## src/rtl/record_sorter_three_key_macros.svh

```systemverilog
// Assertion macros for the record sorter top level.
`ifndef RECORD_SORTER_THREE_KEY_MACROS_SVH
`define RECORD_SORTER_THREE_KEY_MACROS_SVH

// Same-cycle implication, checked outside reset.
`define RSK_ASSERT_NOW(label, ante, cons, msg) \
    label: assert property (@(posedge i_clk) disable iff (!i_rst_n) (ante) |-> (cons)) \
        else $error(msg);

// Next-cycle implication, checked outside reset.
`define RSK_ASSERT_NEXT(label, ante, cons, msg) \
    label: assert property (@(posedge i_clk) disable iff (!i_rst_n) (ante) |=> (cons)) \
        else $error(msg);

`endif

```

## src/rtl/rsk_pkg.sv

```systemverilog
// Package: record types, command group and sort-key compare for the record sorter.
package rsk_pkg;

    localparam int REC_MAX_DEF = 32;

    typedef struct packed {
        logic [3:0]  lane_id;
        logic [3:0]  car_id;
        logic [15:0] stamp;
        logic [6:0]  pos_x;
        logic [5:0]  pos_y;
        logic        last_record;
    } t_rec_in;

    typedef struct packed {
        logic [3:0]  out_lane_id;
        logic [3:0]  out_car_id;
        logic [15:0] out_stamp;
        logic [6:0]  out_pos_x;
        logic [5:0]  out_pos_y;
        logic        out_last;
        logic        overflow;
    } t_rec_out;

    // Stored record, without the end-of-set flag
    typedef struct packed {
        logic [3:0]  lane_id;
        logic [3:0]  car_id;
        logic [15:0] stamp;
        logic [6:0]  pos_x;
        logic [5:0]  pos_y;
    } t_rec;

    typedef struct packed {
        logic load_wr;    // store the incoming record
        logic rd_en;      // read the store
        logic load_best;  // read data opens a new pass
        logic cmp;        // read data competes against the current best
        logic emit;       // emit best, write displaced record back
        logic last;       // emitted record closes the set
        logic ovf;        // records were dropped from this set
    } t_dp_cmd;

    // a strictly before b: lane up, car up, stamp down
    function automatic logic rec_before(input t_rec a, input t_rec b);
        if (a.lane_id != b.lane_id) begin
            return a.lane_id < b.lane_id;
        end
        if (a.car_id != b.car_id) begin
            return a.car_id < b.car_id;
        end
        return a.stamp > b.stamp;
    endfunction

endpackage

```

## src/rtl/rsk_dp.sv

```systemverilog
// Datapath: record store, read register, best-candidate registers and result register.
module rsk_dp
    import rsk_pkg::*;
#(
    parameter int MAX_RECORDS = REC_MAX_DEF,
    localparam int IW = $clog2(MAX_RECORDS)
) (
    input  logic            i_clk,
    input  logic            i_rst_n,
    input  t_dp_cmd         i_cmd,
    input  logic [IW-1:0]   i_wr_addr,
    input  logic [IW-1:0]   i_rd_addr,
    input  t_rec_in         i_item,
    output logic            o_valid,
    output t_rec_out        o_result
);

    t_rec           r_mem [MAX_RECORDS];
    t_rec           r_rd_q;
    logic [IW-1:0]  r_rd_idx;
    t_rec           r_best;
    t_rec           r_cur;
    logic [IW-1:0]  r_best_idx;
    logic           r_valid;
    t_rec_out       r_out;

    logic           s_wr_en;
    logic [IW-1:0]  s_wr_addr;
    t_rec           s_wr_data;
    t_rec           s_item_rec;

    assign s_item_rec = '{lane_id: i_item.lane_id, car_id: i_item.car_id,
                          stamp: i_item.stamp, pos_x: i_item.pos_x, pos_y: i_item.pos_y};

    // one write port: loads during collection, swap write-back at emit
    always_comb begin
        s_wr_en   = i_cmd.load_wr | i_cmd.emit;
        s_wr_addr = i_cmd.load_wr ? i_wr_addr : r_best_idx;
        s_wr_data = i_cmd.load_wr ? s_item_rec : r_cur;
    end

    always_ff @(posedge i_clk) begin
        if (s_wr_en) begin
            r_mem[s_wr_addr] <= s_wr_data;
        end
        if (i_cmd.rd_en) begin
            r_rd_q   <= r_mem[i_rd_addr];
            r_rd_idx <= i_rd_addr;
        end
    end

    // earliest strict minimum wins, so ties keep the lower index
    always_ff @(posedge i_clk) begin
        if (i_cmd.load_best) begin
            r_best     <= r_rd_q;
            r_cur      <= r_rd_q;
            r_best_idx <= r_rd_idx;
        end else if (i_cmd.cmp && rec_before(r_rd_q, r_best)) begin
            r_best     <= r_rd_q;
            r_best_idx <= r_rd_idx;
        end
    end

    always_ff @(posedge i_clk) begin
        if (!i_rst_n) begin
            r_valid <= 1'b0;
        end else begin
            r_valid <= i_cmd.emit;
        end
    end

    always_ff @(posedge i_clk) begin
        if (i_cmd.emit) begin
            r_out <= '{out_lane_id: r_best.lane_id, out_car_id: r_best.car_id,
                       out_stamp: r_best.stamp, out_pos_x: r_best.pos_x,
                       out_pos_y: r_best.pos_y, out_last: i_cmd.last,
                       overflow: i_cmd.ovf};
        end
    end

    assign o_valid  = r_valid;
    assign o_result = r_out;

endmodule

```

## src/rtl/rsk_ctrl.sv

```systemverilog
// Controller: collection count, overflow flag and selection-sort sequencer.
module rsk_ctrl
    import rsk_pkg::*;
#(
    parameter int MAX_RECORDS = REC_MAX_DEF,
    localparam int CW = $clog2(MAX_RECORDS + 1),
    localparam int IW = $clog2(MAX_RECORDS)
) (
    input  logic            i_clk,
    input  logic            i_rst_n,
    input  logic            i_start,
    input  logic            i_last,
    output logic            o_busy,
    output t_dp_cmd         o_cmd,
    output logic [IW-1:0]   o_wr_addr,
    output logic [IW-1:0]   o_rd_addr
);

    typedef enum logic [4:0] {
        ST_LOAD  = 5'b00001,
        ST_FETCH = 5'b00010,
        ST_PRIME = 5'b00100,
        ST_SCAN  = 5'b01000,
        ST_EMIT  = 5'b10000
    } t_state;

    t_state         r_state, n_state;
    logic [CW-1:0]  r_cnt, n_cnt;
    logic           r_ovf, n_ovf;
    logic [IW-1:0]  r_i, n_i;
    logic [CW-1:0]  r_j, n_j;

    logic [CW-1:0]  s_i_plus1;
    logic           s_last_pass;

    assign s_i_plus1   = CW'(r_i) + CW'(1);
    assign s_last_pass = (s_i_plus1 == r_cnt);

    always_comb begin
        n_state   = r_state;
        n_cnt     = r_cnt;
        n_ovf     = r_ovf;
        n_i       = r_i;
        n_j       = r_j;
        o_cmd     = '0;
        o_rd_addr = r_i;
        unique case (r_state)
            ST_LOAD: begin
                if (i_start) begin
                    if (r_cnt < CW'(MAX_RECORDS)) begin
                        o_cmd.load_wr = 1'b1;
                        n_cnt         = r_cnt + CW'(1);
                    end else begin
                        n_ovf = 1'b1;
                    end
                    if (i_last) begin
                        n_i     = '0;
                        n_state = ST_FETCH;
                    end
                end
            end
            ST_FETCH: begin
                o_cmd.rd_en = 1'b1;
                o_rd_addr   = r_i;
                n_state     = ST_PRIME;
            end
            ST_PRIME: begin
                // record i is now in the read register; start scanning from i+1
                o_cmd.load_best = 1'b1;
                if (s_i_plus1 < r_cnt) begin
                    o_cmd.rd_en = 1'b1;
                    o_rd_addr   = s_i_plus1[IW-1:0];
                    n_j         = CW'(r_i) + CW'(2);
                    n_state     = ST_SCAN;
                end else begin
                    n_state = ST_EMIT;
                end
            end
            ST_SCAN: begin
                o_cmd.cmp = 1'b1;
                if (r_j < r_cnt) begin
                    o_cmd.rd_en = 1'b1;
                    o_rd_addr   = r_j[IW-1:0];
                    n_j         = r_j + CW'(1);
                end else begin
                    n_state = ST_EMIT;
                end
            end
            ST_EMIT: begin
                o_cmd.emit = 1'b1;
                o_cmd.last = s_last_pass;
                o_cmd.ovf  = r_ovf;
                if (s_last_pass) begin
                    n_cnt   = '0;
                    n_ovf   = 1'b0;
                    n_state = ST_LOAD;
                end else begin
                    n_i     = r_i + IW'(1);
                    n_state = ST_FETCH;
                end
            end
            default: begin
                n_state = ST_LOAD;
            end
        endcase
    end

    always_ff @(posedge i_clk) begin
        if (!i_rst_n) begin
            r_state <= ST_LOAD;
            r_cnt   <= '0;
            r_ovf   <= 1'b0;
            r_i     <= '0;
            r_j     <= '0;
        end else begin
            r_state <= n_state;
            r_cnt   <= n_cnt;
            r_ovf   <= n_ovf;
            r_i     <= n_i;
            r_j     <= n_j;
        end
    end

    assign o_busy    = (r_state != ST_LOAD);
    assign o_wr_addr = r_cnt[IW-1:0];

endmodule

```

## src/rtl/record_sorter_three_key.sv

```systemverilog
// Top level: collects a record set, selection-sorts it on lane/car/stamp, emits it in order.
//
//  channel   | handshake            | payload
//  ----------+----------------------+------------------------------
//  record in | start high, busy low | i_item   (t_rec_in)
//  result    | o_valid, one cycle   | o_result (t_rec_out)
//
// Collection accepts a record whenever start is high and busy is low. After the
// last record of a set of n, each pass i runs fetch, prime, scan and emit through
// the single read port of the store. Result k leaves on pass k; busy falls as the
// final result is registered.
// Reset is synchronous and clears control state only; there is no clearing pass.
// The receiver cannot stall: each result is valid for exactly one cycle.
module record_sorter_three_key
    import rsk_pkg::*;
#(
    parameter int MAX_RECORDS = REC_MAX_DEF,
    localparam int IW = $clog2(MAX_RECORDS)
) (
    input  logic      i_clk,
    input  logic      i_rst_n,
    input  logic      start,
    output logic      busy,
    input  t_rec_in   i_item,
    output logic      o_valid,
    output t_rec_out  o_result
);

    `include "record_sorter_three_key_macros.svh"

    t_dp_cmd        s_cmd;
    logic [IW-1:0]  s_wr_addr;
    logic [IW-1:0]  s_rd_addr;

    rsk_ctrl #(
        .MAX_RECORDS (MAX_RECORDS)
    ) u_ctrl (
        .i_clk     (i_clk),
        .i_rst_n   (i_rst_n),
        .i_start   (start),
        .i_last    (i_item.last_record),
        .o_busy    (busy),
        .o_cmd     (s_cmd),
        .o_wr_addr (s_wr_addr),
        .o_rd_addr (s_rd_addr)
    );

    rsk_dp #(
        .MAX_RECORDS (MAX_RECORDS)
    ) u_dp (
        .i_clk     (i_clk),
        .i_rst_n   (i_rst_n),
        .i_cmd     (s_cmd),
        .i_wr_addr (s_wr_addr),
        .i_rd_addr (s_rd_addr),
        .i_item    (i_item),
        .o_valid   (o_valid),
        .o_result  (o_result)
    );

    // a transaction without the last flag never produces a result
    `RSK_ASSERT_NEXT(a_no_result_mid_set, start && !busy && !i_item.last_record, !o_valid, "result after a mid-set transaction")
    // end of set always starts the sort
    `RSK_ASSERT_NEXT(a_last_starts_sort, start && !busy && i_item.last_record, busy, "sort did not start on last record")
    // final result coincides with return to collection
    `RSK_ASSERT_NOW(a_final_frees, o_valid && o_result.out_last, !busy, "busy still high with final result")
    // every earlier result leaves while the sort still runs
    `RSK_ASSERT_NOW(a_mid_busy, o_valid && !o_result.out_last, busy, "sorter idle with results pending")

endmodule

```

## config.mk

```make
export PLATFORM = sky130hd
export DESIGN_NAME = record_sorter_three_key
export DESIGN_NICKNAME = d
export VERILOG_FILES = /design/src/rtl/rsk_pkg.sv /design/src/rtl/rsk_dp.sv /design/src/rtl/rsk_ctrl.sv /design/src/rtl/record_sorter_three_key.sv
export VERILOG_INCLUDE_DIRS = /design/src /design/src/rtl
export SDC_FILE = /design/constraint.sdc
export NUM_CORES = 1
export LEC_CHECK = 0
export BUFFER_PORTS_ARGS = -buffer_cell sky130_fd_sc_hd__buf_2
export CORE_ASPECT_RATIO = 0.9
export CORE_MARGIN = 2
export CORE_UTILIZATION = 40
export DETAILED_ROUTE_END_ITERATION = 7
export PLACE_DENSITY_LB_ADDON = 0.1
export SLEW_MARGIN = 10
export SYNTH_ARGS = -nofsm -noshare
export SYNTH_HDL_FRONTEND = slang
export SYNTH_HIERARCHICAL = 1
export SYNTH_SLANG_ARGS = --single-unit
```

## constraint.sdc

```tcl
create_clock -name i_clk -period 10.65 [get_ports i_clk]
set_input_delay 1.5975 -clock i_clk [delete_from_list [all_inputs] [get_ports i_clk]]
set_output_delay 1.5975 -clock i_clk [all_outputs]
set_load 0.01 [all_outputs]
```

==> out/results.tsv <==
stage	metric	value	unit
final_layout	synthesis-to-layout area growth	13.8	%
place	GP Congestion	0.788	
sta	Slew Limit Fails	0	
detailed_routing	DR iter-0 viols	2469	
setup_path	CP Launch Point	u_ctrl/r_i[0]	
sta	fin crit share	60.0	%
detailed_routing	routed len/inst	31.8	um
clocking	Resize count post-CTS	0	
pwr	total net switching power	2480	uW
synth	Post-synth EDFFs	1344	
setup_path	WS Path Type	reg -> reg	
pwr	internal power	9110	uW
synth	Synth Instances	2322	
synth	cell area after synthesis	52700	um^2
place	Place WS	4190	ps
sta	Final Hold Vio Count	0	
setup_path	crit path DAT	6900	ps
sta	Final WS setup	4260	ps
worst_hold_path	WHS Path Cells	0	
setup_path	crit-path leading delay family	buffers and inverters	
sta	Max transition margin	16.1	%
floorplanning	Die Area	135000	um^2
setup_path	Setup crit end	u_dp/r_rd_q[31]	
pwr	cell leakage power	0.0181	uW
place	HPWL after DPL	66500	um
setup_path	Worst R2R End	u_dp/r_rd_q[31]	
setup_path	Critical Path Start Type	register	
floorplanning	Die Wd	387	um
synth	Commonest cells post-synth	1,344 x edfxtp_1, 333 x mux4_2, 76 x mux2i_1	
clocking	root buffer cell	clkbuf_16	
sta	Slew @ Worst Pin	1250	ps
final_layout	utilization after layout	45.8	%
sta	final setup vio count	0	
global_routing	global-route wire length before repair	196000	um
sta	setup TNS	0	ps
synth	post-synthesis cell type count	51	
final_layout	layout cells sized above 1	27.4	%
synth	ys flop type	edfxtp_1	
setup_path	reg-to-reg setup timing slack	4260	ps
pwr	Overall Power	11600	uW
synth	Area contributors post-synth	edfxtp_1 77%, mux4_2 14%, mux2i_1 1.4%	
pwr	Max VDD drop	0.118	mV
clocking	hold_buf cts	0	
setup_path	Critical Path, Cell by Cell	ha_1 -> nand3_1 -> xor2_1 -> inv_1 -> ha_1 -> and4_1 -> o21ai_0 -> nand4_1 -> and2_1 -> a21o_4 -> buf_12 -> buf_4 -> mux4_2 -> mux4_2 -> o21a_1	
worst_hold_path	Min-Delay Path Class	reg -> reg	
final_layout	final instance area	60000	um^2
setup_path	CP peak stage delay	810	ps
sta	fmax	157	MHz
detailed_routing	Total Wirelength	138000	um
final_layout	diodes inserted	0	
pwr	Clk pwr share	41.8	%
run_status	status	finished clean	
sta	clock skew	29.5	ps
pwr	Power Dens Cells	193	nW/um^2
synth	Seq/Total Area, Yosys	77.5	%
detailed_routing	ANT nets after route	0	
detailed_routing	via count	24866	
sta	RSZ-0062 raised after global routing	false	
clocking	TritonCTS clock tree	done	
clocking	H-tree levels	4	
setup_path	Worst Setup End Kind	register	
detailed_routing	DRC Markers	0	
synth	Avg Cell Area, Syn	22.7	um^2
synth	yosys warns	6	
job	max-cap violations	0	
floorplanning	I/O pins	82	
global_routing	antenna violations before repair	4	
setup_path	Worst EP required	11160	ps
setup_path	Crit. path cell count	15	
setup_path	Buf+Inv Stages, Crit Path	3	
clocking	clock-pin transition on the worst setup and hold timing paths	60	ps
floorplanning	row cnt	126	
detailed_routing	Vias/cell	5.74	
floorplanning	initial core utilization	40.3	%
setup_path	Reg2Reg Depth	15	
synth	Yosys reg bits	1368	
pwr	Reg power frac	53.5	%
final_layout	Final #Nets	2571	
setup_path	worst-path fanout max	110	
global_routing	vias in the first global route	25780	
floorplanning	core area	131000	um^2
detailed_routing	drt first pass iters	7	
pwr	switching share of power	21.4	%
pwr	Combinational Power Share	4.6	%
floorplanning	chip height	348	um
clocking	Post-CTS Setup Inserts	0	
synth	Synth area leader	edfxtp_1	
global_routing	grt total ovfl	0	
global_routing	largest net degree at the start of global routing	139	
clocking	CTS Sinks	1368	
place	input/output buffers	81	
synth	syn_nets	2402	
global_routing	all-layer global routing usage	20.7	%
synth	Yosys top cell area share	76.6	%
clocking	clk_lat worst skew	770	ps
clocking	TritonCTS Buffers	144	
sta	minimum clock period	6390	ps
setup_path	reg2reg start	u_ctrl/r_i[0]	
setup_path	Slowest-stage cell, CP	buf_12	
synth	Post-synth ARST share	0	%
place	DP Area	55400	um^2
synth	count leader, synth	edfxtp_1	
clocking	CTS max path bufs	3	
-- cell families (layout without fill, tap and decap cells) --
family,count (synthesis),after routing,share of synthesized area (%)
adders and majority gates,39,39,0.926
and+or+nand+nor,157,157,1.46
xor gates and xnor gates,12,12,0.200
muxes,448,448,16.5
buffers and inverters,157,439,1.45
DFF,1368,1368,77.5
AOI/OAI and AO/OA,141,141,1.92
-- worst min path at each step --
stage                         end              from
3_3_place_gp   u_dp/r_best_idx[0]  u_dp/r_rd_idx[0]
4_1_cts         u_dp/o_result[12]   u_dp/r_best[10]
3_5_place_dp     u_dp/o_result[9]    u_dp/r_best[7]
6_report        u_dp/o_result[14]   u_dp/r_best[12]
2_1_floorplan   u_dp/o_result[10]    u_dp/r_best[8]
5_1_grt         u_dp/o_result[14]   u_dp/r_best[12]
-- routing by layer --
layer  track usage, %  part of all wire [%]  up-vias
met4             5.54                   2.1        0
met1             30.1                    45    13822
li1                 -                     -    10153
met2             32.8                    47      707
met5                0                     0        -
met3             3.12                   5.1      184
-- flip-flops by register name, indices dropped and copies added (netlist names) --
signal / cells
u_ctrl/r_i: 5
u_dp/o_result: 39
u_dp/r_cur: 37
u_ctrl/r_j: 6
u_dp/r_best_idx: 5
u_dp/r_rd_q: 37
u_ctrl/r_ovf: 1
u_dp/r_rd_idx: 5
u_dp/o_valid: 1
u_dp/r_best: 37
u_dp/r_mem: 1184
u_ctrl/r_state: 5
u_ctrl/r_cnt: 6
-- power groups by stage --
| stage | clock network, uW | logic, uW | registers (uW) |
|---|---|---|---|
| 4_1_cts | 4960 | 545 | 6200 |
| 6_report | 4850 | 538 | 6200 |
| 2_1_floorplan | 0 | 302 | 6290 |
| 5_1_grt | 5180 | 582 | 6210 |
| 3_5_place_dp | 0 | 543 | 6310 |
| 3_3_place_gp | 0 | 520 | 6310 |
-- worst register-to-register path, stage by stage (launching register included) --
cell and delay, ps:
dfxtp_1 470, ha_1 340, nand3_1 140, xor2_1 260, inv_1 70, ha_1 310
and4_1 220, o21ai_0 150, nand4_1 400, and2_1 550, a21o_4 650, buf_12 850
buf_4 530, mux4_2 560, mux4_2 480, o21a_1 180
-- per-stage QoR --
stage	std cells	hold slack [ps]
after floorplan	2322	400
after global placement	4073	403
after detailed placement	4073	406
after CTS	4332	419
after global routing	4332	423
final	4332	420
-- cells in the final DEF, fill, tap and decap left out, types with 24 or more instances in the layout --
cell type | synthesis | routed
clkbuf_1 | 47 | 32
clkbuf_16 | 0 | 148
inv_1 | 45 | 44
mux4_2 | 333 | 333
ha_1 | 39 | 39
nor2_4 | 1 | 34
mux2_1 | 37 | 37
clkinv_1 | 0 | 32
a22oi_1 | 37 | 37
nand2_1 | 32 | 31
mux2i_1 | 76 | 76
o21a_1 | 40 | 40
buf_2 | 22 | 81
edfxtp_1 | 1344 | 1344
dfxtp_1 | 24 | 24
buf_4 | 17 | 51
-- area by class of cell --
class / count / area [um^2]
clock buffers: 182 / 3850
clock inverters: 77 / 678
well taps: 1728 / 2160
multi-input cells: 797 / 11400
inverters: 45 / 169
repair buffers: 135 / 848
fillers: 10894 / 70900
flip-flops and latches: 1368 / 40800
Note: power is estimated with default switching activity, not from simulation.
